[src/rtl/core/comstr_pkg.sv]
// shared types, character codes and helpers for the comment stripper
`default_nettype none
package comstr_pkg;

    localparam int COUNT_WIDTH = 16;
    localparam int RETRACT_WIDTH = 16;
    localparam int WIDE_WIDTH = (COUNT_WIDTH > RETRACT_WIDTH) ? COUNT_WIDTH : RETRACT_WIDTH;
    localparam int FIFO_DEPTH = 4;
    localparam int FIFO_AW = $clog2(FIFO_DEPTH);

    localparam logic [7:0] CH_QUOTE     = 8'h22;
    localparam logic [7:0] CH_BACKSLASH = 8'h5C;
    localparam logic [7:0] CH_SLASH     = 8'h2F;
    localparam logic [7:0] CH_STAR      = 8'h2A;
    localparam logic [7:0] CH_CR        = 8'h0D;
    localparam logic [7:0] CH_LF        = 8'h0A;
    localparam logic [7:0] CH_SPACE     = 8'h20;
    localparam logic [7:0] CH_TAB       = 8'h09;

    typedef logic [COUNT_WIDTH-1:0] count_t;

    typedef enum logic {
        KIND_EMIT    = 1'b0,
        KIND_RETRACT = 1'b1
    } kind_t;

    typedef struct packed {
        kind_t                    kind;
        logic [7:0]               out_byte;
        logic [RETRACT_WIDTH-1:0] retract_count;
    } result_t;

    // one queue entry: one or two results caused by one input byte
    typedef struct packed {
        logic    two;
        result_t first;
        result_t second;
    } entry_t;

    typedef struct packed {
        logic   valid;
        entry_t entry;
    } push_t;

    function automatic logic [RETRACT_WIDTH-1:0] clamp_count(input count_t v);
        logic [WIDE_WIDTH-1:0] w;
        w = WIDE_WIDTH'(v);
        if (w > WIDE_WIDTH'({RETRACT_WIDTH{1'b1}})) begin
            return {RETRACT_WIDTH{1'b1}};
        end
        return w[RETRACT_WIDTH-1:0];
    endfunction

    function automatic result_t make_emit(input logic [7:0] b);
        result_t r;
        r.kind = KIND_EMIT;
        r.out_byte = b;
        r.retract_count = '0;
        return r;
    endfunction

    function automatic result_t make_retract(input logic [RETRACT_WIDTH-1:0] n);
        result_t r;
        r.kind = KIND_RETRACT;
        r.out_byte = '0;
        r.retract_count = n;
        return r;
    endfunction

endpackage
`default_nettype wire

[src/rtl/core/comment_stripper_top.sv]
// Comment stripper top level: takes one source byte per transaction on the s_ channel and
// yields edit operations on the m_ channel (emit a byte, or retract a count of bytes
// already emitted), with m_last on the final operation caused by each byte; a byte may
// cause none. Bytes are accepted one per cycle while the four-entry queue between the
// scanner and the output stage has room; the output stage delivers one operation per
// cycle while m_ready is high, so a byte that causes two operations (CR LF after a line
// comment) delivers them one after the other.
`default_nettype none
module comment_stripper_top
    import comstr_pkg::*;
(
    input  wire logic                     aclk,
    input  wire logic                     aresetn,
    input  wire logic                     s_valid,
    output logic                          s_ready,
    input  wire logic [7:0]               s_in_byte,
    output logic                          m_valid,
    input  wire logic                     m_ready,
    output logic                          m_kind,
    output logic [7:0]                    m_out_byte,
    output logic [RETRACT_WIDTH-1:0]      m_retract_count,
    output logic                          m_last
);

    push_t  push;
    logic   q_full;
    logic   q_not_empty;
    entry_t q_head;
    logic   q_pop;

    comstr_front u_front (
        .aclk      (aclk),
        .aresetn   (aresetn),
        .s_valid   (s_valid),
        .s_ready   (s_ready),
        .s_in_byte (s_in_byte),
        .q_full    (q_full),
        .push      (push)
    );

    comstr_fifo u_fifo (
        .aclk      (aclk),
        .aresetn   (aresetn),
        .push      (push),
        .full      (q_full),
        .not_empty (q_not_empty),
        .head      (q_head),
        .pop       (q_pop)
    );

    comstr_back u_back (
        .aclk            (aclk),
        .aresetn         (aresetn),
        .q_not_empty     (q_not_empty),
        .q_head          (q_head),
        .q_pop           (q_pop),
        .m_valid         (m_valid),
        .m_ready         (m_ready),
        .m_kind          (m_kind),
        .m_out_byte      (m_out_byte),
        .m_retract_count (m_retract_count),
        .m_last          (m_last)
    );

endmodule
`default_nettype wire

[src/rtl/core/comstr_front.sv]
// front end: scanner state, classifies each byte into queue entries
`default_nettype none
module comstr_front
    import comstr_pkg::*;
(
    input  wire logic       aclk,
    input  wire logic       aresetn,
    input  wire logic       s_valid,
    output logic            s_ready,
    input  wire logic [7:0] s_in_byte,
    input  wire logic       q_full,
    output push_t           push
);

    logic   in_quote_reg, in_quote_next;
    logic   after_bs_reg, after_bs_next;
    logic   blk_pre_reg, blk_pre_next;
    logic   ln_pre_reg, ln_pre_next;
    logic   in_blk_reg, in_blk_next;
    logic   in_ln_reg, in_ln_next;
    logic   cr_seen_reg, cr_seen_next;
    count_t char_cnt_reg, char_cnt_next;
    count_t space_cnt_reg, space_cnt_next;

    logic accept;

    assign s_ready = !q_full;
    assign accept  = s_valid && s_ready;

    always_comb begin
        logic   in_comment;
        logic   skip;
        logic   is_space;
        logic [7:0] c;
        c = s_in_byte;
        in_quote_next  = in_quote_reg;
        after_bs_next  = after_bs_reg;
        blk_pre_next   = blk_pre_reg;
        ln_pre_next    = ln_pre_reg;
        in_blk_next    = in_blk_reg;
        in_ln_next     = in_ln_reg;
        cr_seen_next   = cr_seen_reg;
        char_cnt_next  = char_cnt_reg;
        space_cnt_next = space_cnt_reg;
        push           = '0;
        skip           = 1'b0;
        in_comment     = in_blk_reg || in_ln_reg;
        is_space       = (c == CH_SPACE) || (c == CH_TAB) || (c == CH_CR) || (c == CH_LF);

        if (!after_bs_reg && (c == CH_QUOTE) && !in_comment) begin
            in_quote_next = !in_quote_reg;
        end
        after_bs_next = (c == CH_BACKSLASH) && !after_bs_reg;

        if (!after_bs_next && !in_quote_next) begin
            if (!in_comment) begin
                if (!blk_pre_reg && (c == CH_SLASH)) begin
                    blk_pre_next = 1'b1;
                    ln_pre_next  = 1'b1;
                end else if (blk_pre_reg && ((c == CH_STAR) || (c == CH_SLASH))) begin
                    if (c == CH_STAR) begin
                        in_blk_next = 1'b1;
                    end else begin
                        in_ln_next = 1'b1;
                    end
                    blk_pre_next = 1'b0;
                    ln_pre_next  = 1'b0;
                    // retract the slash that opened the comment
                    push.valid = 1'b1;
                    push.entry.first = make_retract(RETRACT_WIDTH'(1));
                    if (char_cnt_reg != '0) begin
                        char_cnt_next = char_cnt_reg - count_t'(1);
                    end
                end else begin
                    blk_pre_next = 1'b0;
                    ln_pre_next  = 1'b0;
                end
            end else if (in_blk_reg) begin
                if (blk_pre_reg && (c == CH_SLASH)) begin
                    blk_pre_next = 1'b0;
                    in_blk_next  = 1'b0;
                    skip         = 1'b1;
                end else begin
                    blk_pre_next = (c == CH_STAR);
                end
            end else begin
                if (ln_pre_reg && (c == CH_LF)) begin
                    ln_pre_next = 1'b0;
                    in_ln_next  = 1'b0;
                    if (space_cnt_reg != char_cnt_reg) begin
                        push.valid        = 1'b1;
                        push.entry.two    = 1'b1;
                        push.entry.first  = make_emit(CH_CR);
                        push.entry.second = make_emit(CH_LF);
                    end else if (char_cnt_reg != '0) begin
                        // line held only whitespace: drop it all
                        push.valid       = 1'b1;
                        push.entry.first = make_retract(clamp_count(char_cnt_reg));
                    end
                    char_cnt_next  = '0;
                    space_cnt_next = '0;
                    cr_seen_next   = 1'b0;
                    skip           = 1'b1;
                end else begin
                    ln_pre_next = (c == CH_CR);
                end
            end
        end

        if (!skip) begin
            if (!in_blk_next && !in_ln_next) begin
                if (char_cnt_next != '1) begin
                    char_cnt_next = char_cnt_next + count_t'(1);
                end
                if (is_space && (space_cnt_next != '1)) begin
                    space_cnt_next = space_cnt_next + count_t'(1);
                end
            end
            if (!in_blk_next) begin
                if (c == CH_CR) begin
                    cr_seen_next = 1'b1;
                end
                if (cr_seen_next && (c == CH_LF)) begin
                    char_cnt_next  = '0;
                    space_cnt_next = '0;
                    cr_seen_next   = 1'b0;
                end
            end
            if (!in_blk_next && !in_ln_next) begin
                push.valid       = 1'b1;
                push.entry.first = make_emit(c);
            end
        end

        if (!accept) begin
            push.valid = 1'b0;
        end
    end

    always_ff @(posedge aclk) begin
        if (!aresetn) begin
            in_quote_reg  <= 1'b0;
            after_bs_reg  <= 1'b0;
            blk_pre_reg   <= 1'b0;
            ln_pre_reg    <= 1'b0;
            in_blk_reg    <= 1'b0;
            in_ln_reg     <= 1'b0;
            cr_seen_reg   <= 1'b0;
            char_cnt_reg  <= '0;
            space_cnt_reg <= '0;
        end else if (accept) begin
            in_quote_reg  <= in_quote_next;
            after_bs_reg  <= after_bs_next;
            blk_pre_reg   <= blk_pre_next;
            ln_pre_reg    <= ln_pre_next;
            in_blk_reg    <= in_blk_next;
            in_ln_reg     <= in_ln_next;
            cr_seen_reg   <= cr_seen_next;
            char_cnt_reg  <= char_cnt_next;
            space_cnt_reg <= space_cnt_next;
        end
    end

    a_one_comment_kind: assert property (@(posedge aclk) disable iff (!aresetn)
        !(in_blk_reg && in_ln_reg))
        else $error("block and line comment active together");

endmodule
`default_nettype wire

[src/rtl/core/comstr_fifo.sv]
// short entry queue between front end and back end
`default_nettype none
module comstr_fifo
    import comstr_pkg::*;
(
    input  wire logic   aclk,
    input  wire logic   aresetn,
    input  wire push_t  push,
    output logic        full,
    output logic        not_empty,
    output entry_t      head,
    input  wire logic   pop
);

    entry_t               mem [FIFO_DEPTH];
    logic [FIFO_AW-1:0]   wr_ptr_reg, wr_ptr_next;
    logic [FIFO_AW-1:0]   rd_ptr_reg, rd_ptr_next;
    logic [FIFO_AW:0]     count_reg, count_next;
    logic                 do_push, do_pop;

    assign full      = (count_reg == (FIFO_AW+1)'(FIFO_DEPTH));
    assign not_empty = (count_reg != '0);
    assign head      = mem[rd_ptr_reg];
    assign do_push   = push.valid && !full;
    assign do_pop    = pop && not_empty;

    always_comb begin
        wr_ptr_next = wr_ptr_reg + FIFO_AW'(do_push);
        rd_ptr_next = rd_ptr_reg + FIFO_AW'(do_pop);
        count_next  = count_reg + (FIFO_AW+1)'(do_push) - (FIFO_AW+1)'(do_pop);
    end

    always_ff @(posedge aclk) begin
        if (!aresetn) begin
            wr_ptr_reg <= '0;
            rd_ptr_reg <= '0;
            count_reg  <= '0;
        end else begin
            wr_ptr_reg <= wr_ptr_next;
            rd_ptr_reg <= rd_ptr_next;
            count_reg  <= count_next;
        end
    end

    always_ff @(posedge aclk) begin
        if (do_push) begin
            mem[wr_ptr_reg] <= push.entry;
        end
    end

    a_count_bound: assert property (@(posedge aclk) disable iff (!aresetn)
        count_reg <= (FIFO_AW+1)'(FIFO_DEPTH))
        else $error("queue count beyond depth");

    a_no_push_full: assert property (@(posedge aclk) disable iff (!aresetn)
        full |-> !push.valid)
        else $error("entry pushed into full queue");

endmodule
`default_nettype wire

[src/rtl/core/comstr_back.sv]
// back end: splits queue entries into single results behind an output register
`default_nettype none
module comstr_back
    import comstr_pkg::*;
(
    input  wire logic                     aclk,
    input  wire logic                     aresetn,
    input  wire logic                     q_not_empty,
    input  wire entry_t                   q_head,
    output logic                          q_pop,
    output logic                          m_valid,
    input  wire logic                     m_ready,
    output logic                          m_kind,
    output logic [7:0]                    m_out_byte,
    output logic [RETRACT_WIDTH-1:0]      m_retract_count,
    output logic                          m_last
);

    result_t out_reg, out_next;
    logic    out_valid_reg, out_valid_next;
    logic    out_last_reg, out_last_next;
    result_t hold_reg, hold_next;
    logic    hold_valid_reg, hold_valid_next;
    logic    load;

    // output slot can take a new transaction
    assign load = !out_valid_reg || m_ready;

    always_comb begin
        out_next        = out_reg;
        out_valid_next  = out_valid_reg && !m_ready;
        out_last_next   = out_last_reg;
        hold_next       = hold_reg;
        hold_valid_next = hold_valid_reg;
        q_pop           = 1'b0;
        if (load) begin
            if (hold_valid_reg) begin
                out_next        = hold_reg;
                out_last_next   = 1'b1;
                out_valid_next  = 1'b1;
                hold_valid_next = 1'b0;
            end else if (q_not_empty) begin
                q_pop           = 1'b1;
                out_next        = q_head.first;
                out_last_next   = !q_head.two;
                out_valid_next  = 1'b1;
                hold_next       = q_head.second;
                hold_valid_next = q_head.two;
            end
        end
    end

    always_ff @(posedge aclk) begin
        if (!aresetn) begin
            out_valid_reg  <= 1'b0;
            hold_valid_reg <= 1'b0;
        end else begin
            out_valid_reg  <= out_valid_next;
            hold_valid_reg <= hold_valid_next;
        end
    end

    always_ff @(posedge aclk) begin
        out_reg      <= out_next;
        out_last_reg <= out_last_next;
        hold_reg     <= hold_next;
    end

    assign m_valid         = out_valid_reg;
    assign m_kind          = out_reg.kind;
    assign m_out_byte      = out_reg.out_byte;
    assign m_retract_count = out_reg.retract_count;
    assign m_last          = out_last_reg;

    // a pending second result always follows a first one still on the port
    a_hold_needs_out: assert property (@(posedge aclk) disable iff (!aresetn)
        hold_valid_reg |-> (out_valid_reg && !out_last_reg))
        else $error("second result pending without first on output");

endmodule
`default_nettype wire

[config.mk]
export PLATFORM = sky130hd
export DESIGN_NAME = comment_stripper_top
export DESIGN_NICKNAME = d
export VERILOG_FILES = /design/src/rtl/core/comstr_pkg.sv /design/src/rtl/core/comment_stripper_top.sv /design/src/rtl/core/comstr_front.sv /design/src/rtl/core/comstr_fifo.sv /design/src/rtl/core/comstr_back.sv
export SDC_FILE = /design/constraint.sdc
export NUM_CORES = 1
export LEC_CHECK = 0
export BUFFER_PORTS_ARGS = -buffer_cell sky130_fd_sc_hd__buf_4
export CAP_MARGIN = 20
export CORE_MARGIN = 3
export CORE_UTILIZATION = 30
export DETAILED_ROUTE_END_ITERATION = 8
export GPL_TIMING_DRIVEN = 0
export PLACE_DENSITY = 0.48
export SYNTH_ARGS = -nofsm -noshare
export SYNTH_HDL_FRONTEND = slang
export SYNTH_SLANG_ARGS = --single-unit
[constraint.sdc]
create_clock -name aclk -period 8.8 [get_ports aclk]
set_input_delay 0.88 -clock aclk [delete_from_list [all_inputs] [get_ports aclk]]
set_output_delay 0.88 -clock aclk [all_outputs]
set_load 0.005 [all_outputs]
==> run metrics, run 1 <==
status finished, final reports clean; detailed placer's ending HPWL about 17 mm; Int Pwr 1.80 mW; number of max-cap violations 0; Num CTS Buffers 17; top-count cell post-synth edfxtp_1; setup ws final 3610 ps; Register Area 4890 um^2; Worst-path clk slew 80 ps; crit-path leading delay family simple AND/OR/NAND/NOR gates; synthesized area around 9100 um^2; post-DR wirelength/cell 19.9 um; CORE AREA 29200 um^2; post_cts resized 0; antenna viol nets, final 0; Period minus WS final 5190 ps; Req. time, crit path 8930 ps; I/O Pins 40; quantity of I/O buffers inserted on ports 35; initial DRC count around 450; Post-CTS Setup Inserts 0; post-synth top area share 0.435; non-filler instance count after layout between 1000 and 1500; Die X-Extent 180 um; initial antenna violation count 0; ANT cells 0; initial core utilization 0.309; Power Total 2.63 mW; via count around 6500; hold_buf cts 0; drt drc 0; power density cells 251 nW/um^2; CP max stage delay 780 ps; Commonest cells post-synth edfxtp_1 (131), nand2_1 (67), and2_1 (53); 1st-pass router iterations 4; Final Max Slew Viols 0; area grow syn2layout 15.8%; Multi-input gate area 3890 um^2; sw frac 0.316; Yosys reg bits 179; drt total wl approximately 25 mm; sequential-to-total area share from yosys stat 0.541; vias in the first global route around 6400; RSZ-0062 raised after global routing no; GRT Overall Usage 0.151; die height 180 um; # nets final 861; kind of critical path input pin to flop; Layout Utilization 0.358; CTS tree built; Synthesized Nets 803; number of vias per cell 5.30; Worst Skew 15.8 ps; Synth area leaders edfxtp_1 (43%), dfxtp_1 (11%), mux4_2 (6.5%); Tcrit/Tclk final 0.590; CTS Sinks between 150 and 200; Crit Path Max Fanout 10; Worst Tran Pin Value 936 ps; Die ar. 32300 um^2; share of layout cells above drive strength 1 0.165; first-pass GRT wire length 38.2 mm; cell total after placement 1204; crit-path cells buf_4, or4b_1, buf_6, or4_4, and3_1, buf_6, buf_6, a311o_4, nor2_1, o31ai_1, nor3b_2, buf_6, buf_4; leak pwr 3.75 nW; Startpoint Class input pin; CTS Buffer Depth 2; Worst Setup Slack post-DPL around 3100 ps; Setup TNS 0 ps; Buf/Inv on CP 6; largest net degree at the start of global routing 27; register share of total power 0.434; critical path's most frequent cell buf_6; Final setup viols 0; Synth cell types 78; Mean Syn Cell Area 11.6 um^2; worst-skew pair later-pin latency between 400 and 500 ps; EDFF count, synth 131; Peak VDD IR 0.000108 V; Hold WC Path Type flop to flop; clock share of power 0.304; max reg flops 104; crit path DAT 5320 ps; Worst Setup End Kind flop; Hold Vio Cnt, Final 0; # rows 62; ys flop type edfxtp_1; Critical-path top delay cell nor3b_2; synthesized instance count roughly 800; fill count 2901; switching power of the nets 833 uW; Biggest register u_fifo.mem; GPL Wtd Cong 0.915; asr flop ratio synth 0; Yosys warning count 0; Synth area leader edfxtp_1; part of the power in combinational logic 0.262; grt ovf 0; max_slew headroom 0.360; Max Clock Freq 193 MHz; Root Buffer clkbuf_16; htree depth 4
[final cells by class]
| type | instances | share of cell area |
|---|---|---|
| flip-flops and latches | 179 | 0.467 |
| multi-input cells | 534 | 0.371 |
| well taps | 384 | 0.0459 |
| clock buffers | 17 | 0.0406 |
| repair buffers | 39 | 0.0290 |
| plain buffers | 49 | 0.0219 |
| clock inverters | 15 | 0.0178 |
| inverters | 19 | 0.00681 |
[layout by cell type, fill, tap and decap left out, types with 6 or more instances in the layout]
cell type  instances
xor2_1            21
xnor2_1           13
mux4_2            26
dfxtp_1           48
and3_1            23
buf_2              6
inv_1             19
nor4_1            17
o21ai_1            6
nand4_1           11
or4_1              7
buf_4             36
clkbuf_16         17
edfxtp_1         131
a21oi_1           21
and2_1            53
buf_6              8
ha_1               9
nand2_1           67
nor2_1            36
nor3_1            27
a21boi_0           6
clkbuf_1          36
nand3_1           23
a21o_1             6
a31oi_1           11
o21ai_0           33
nor2b_1            6
[power by group through the flow]
stage	registers [mW]	clock network [mW]	logic [mW]
final	1.14	0.801	0.690
after CTS	1.15	0.822	0.705
after floorplan	1.16	0	0.428
after global routing	1.16	0.857	0.770
after global placement	1.17	0	0.687
after detailed placement	1.16	0	0.704
[worst reg2reg max path, cell delays in order (launching register included)]
cell and delay [ps]:
dfxtp_1 300, clkbuf_1 210, or4_4 630, or4_4 530, and3_1 210, buf_6 130, buf_6 140, a311o_4 380
nor2_1 630, o31ai_1 310, nor3b_2 780, buf_6 260, buf_4 230
[worst paths after layout]
path | start | end | slack [ps] | depth (start not counted)
setup / recovery | s_in_byte[4] | u_fifo.mem[1][43]$_DFFE_PP_ | 3610 | 13
hold / removal | u_front.space_cnt_reg[13]$_SDFFE_PN0P_ | u_front.space_cnt_reg[13]$_SDFFE_PN0P_ | 530 | 1
setup reg to reg | u_front.in_ln_reg$_SDFFE_PN0P_ | u_fifo.mem[1][43]$_DFFE_PP_ | 3770 | 12
hold reg to reg | u_front.space_cnt_reg[13]$_SDFFE_PN0P_ | u_front.space_cnt_reg[13]$_SDFFE_PN0P_ | 530 | 1
[stage by stage]
stage,hold WS (ps),cell area [um^2]
after floorplan,455,9050
after global routing,531,10500
after detailed placement,489,9870
final,527,10500
after CTS,522,10500
after global placement,497,9790
[cell families after synthesis]
| family | after synthesis | synth area share |
|---|---|---|
| AND/OR/NAND/NOR | 319 | 0.198 |
| multiplexers | 33 | 0.0731 |
| buffers and inverters | 68 | 0.0332 |
| flip-flops | 179 | 0.541 |
| XOR/XNOR | 34 | 0.0329 |
| adder cells (fa/ha/maj) | 10 | 0.0147 |
| AO/OA/AOI/OAI | 138 | 0.107 |
[per-layer routing]
metal	wire [um]	global-route usage
met5	0	0
met3	974	0.0275
met2	11700	0.251
met4	467	0.0446
met1	11400	0.201
Power figures use the tool's default switching activity.
==> run 2: changes to the inputs <==
Clock period 8.8 ns to 4.9 ns, I/O delays scaled along.
==> run 2 against run 1 <==
  * Die area unchanged
  * Hold slack got worse by 84 ps
  * Clock power increased by 81%
  * Non-clock buffer count decreased by 1
  * Core utilization increased by 0.27 points
  * Sequential share of layout area decreased by 0.34 points
  * First-iteration DRC count increased by 20%
  * Via count decreased by 1.2%
  * Total power increased by 81%
  * Wire length decreased by 0.19%
  * Register-to-register slack got worse by 3400 ps
==> run metrics, run 2 (same netlist as run 1, synthesis figures left out) <==
status finished, final reports clean; Startpoint Class input pin; Die X-Extent 180 um; area grow syn2layout 16.6%; kind of critical path input pin to flop; Final Max Slew Viols 0; CTS Sinks 179; leak pwr 3.76 nW; Crit Path Max Fanout 10; crit path DAT 4990 ps; power density cells 451 nW/um^2; Worst Skew about 22 ps; Hold Slack around 440 ps; post-DR wirelength/cell 19.8 um; quantity of I/O buffers inserted on ports 35; most frequent cells in the layout edfxtp_1 (131), nand2_1 (67), and2_1 (53); Hold WC Path Type input pin to flop; die height 180 um; share of layout cells above drive strength 1 0.171; detailed placer's ending HPWL 17.4 mm; Worst-path clk slew 80 ps; 1st-pass router iterations 5; final non-filler cell area 10600 um^2; Worst Setup End Kind flop; GPL Wtd Cong 0.909; Peak VDD IR approximately 0.00022 V; Period minus WS final ~4700 ps; register share of total power 0.432; clock share of power 0.304; first-pass GRT wire length 38.2 mm; metal2 WL roughly 12 mm; CTS tree built; drt total wl 24.5 mm; drt drc 0; dpl cell area 9900 um^2; Tcrit/Tclk final 0.953; CORE AREA 29200 um^2; antenna viol nets, final 0; Die ar. 32300 um^2; Int Pwr 3.29 mW; Root Buffer clkbuf_16; I/O Pins 40; setup ws final 229 ps; Max Clock Freq between 200 and 250 MHz; max_slew headroom 0.346; via count between 6000 and 7000; initial antenna violation count 1; number of max-cap violations 0; initial DRC count 533; max reg flops 104; GRT Overall Usage 0.151; Biggest register u_fifo.mem; largest net degree at the start of global routing 27; Req. time, crit path 5220 ps; sw frac 0.310; WL met1 between 10 and 15 mm; Worst Setup Slack post-DPL -268 ps; vias in the first global route between 6000 and 7000; hold_buf cts 0; switching power of the nets 1.48 mW; Final setup viols 0; # rows 62; Worst Tran Pin Value 974 ps; initial core utilization 0.309; most common cell after layout, fill and taps aside edfxtp_1; number of vias per cell 5.23; Hold Vio Cnt, Final 0; # nets final about 860; Num CTS Buffers 17; worst-skew pair later-pin latency 440 ps; ANT cells 0; RSZ-0062 raised after global routing no; htree depth 4; CTS Buffer Depth 2; Highest Signal Layer met5; part of the power in combinational logic 0.264; WL met3 just under 900 um; grt ovf 0; Layout Utilization 0.361
run 2: changes by cell type in the layout (fill, tap and decap cells not counted), moves of 2 or more:
| cell | change |
|---|---|
| buf_8 | +4 |
| inv_6 | -2 |
| clkinv_8 | +3 |
| buf_6 | -3 |
| inv_12 | -3 |
| clkinv_4 | +2 |
run 2: through the flow:
| step | setup TNS, ps | power [mW] | std cells |
|---|---|---|---|
| floorplan | 0 | 2.86 | 781 |
| global placement | -118110 | 3.33 | 1200 |
| detailed placement | -11270 | 3.37 | 1204 |
| CTS | 0 | 4.82 | 1237 |
| global route | 0 | 5.02 | 1236 |
| finish | 0 | 4.76 | 1236 |
run 2: worst max-delay path, stage by stage:
cell and delay (ps):
clkbuf_1 230, or4bb_1 620, or4_1 720, or2b_1 300
clkbuf_1 260, nand2_1 160, inv_1 90, ha_1 190
and3_1 210, nor2b_1 150, and3_1 200, a311oi_4 400
and3_1 340, and2_1 250, a31oi_1 100, o21ai_0 160
a21boi_0 100
run 2: path summary, 6_finish.rpt:
| kind | start | endpoint | slack [ps] | depth (start not counted) |
|---|---|---|---|---|
| setup reg to reg | u_front.in_ln_reg$_SDFFE_PN0P_ | u_front.space_cnt_reg[10]$_SDFFE_PN0P_ | 370 | 17 |
| setup / recovery | s_in_byte[2] | u_front.space_cnt_reg[10]$_SDFFE_PN0P_ | 230 | 17 |
| hold / removal | m_ready | u_back.m_valid$_SDFF_PN0_ | 440 | 4 |
| hold reg to reg | u_front.space_cnt_reg[15]$_SDFFE_PN0P_ | u_front.space_cnt_reg[15]$_SDFFE_PN0P_ | 520 | 1 |
run 2: final cells by class:
class,instances,area (um^2)
plain buffers,48,225
clock buffers,17,425
clock inverters,15,205
fillers,2857,18700
inverters,19,71.3
multi-input cells,535,3930
flip-flops and latches,179,4890
well taps,384,480
repair buffers,39,323
run 2: timing repair:
| item | 4_1_cts | 5_1_grt |
|---|---|---|
| cloned | 1 | 0 |
| hold endpoints to repair | 0 | 0 |
| setup endpoints to repair | 26 | 78 |
| setup buffers | 0 | 0 |
| resized for setup | 1 | 4 |
run 2: power by group through the flow:
stage               Combinational [mW]  Sequential, mW  Clock (mW)
floorplan                        0.770            2.09           0
detailed placement                1.28            2.09           0
CTS                               1.28            2.06        1.48
finish                            1.26            2.06        1.45
global placement                  1.23            2.10           0
global route                      1.39            2.09        1.54
run 2: per-layer routing:
layer	GRT usage	up-vias
li1	-	3079
met4	0.0526	2
met2	0.252	146
met1	0.201	3210
met3	0.0236	33
met5	0	-
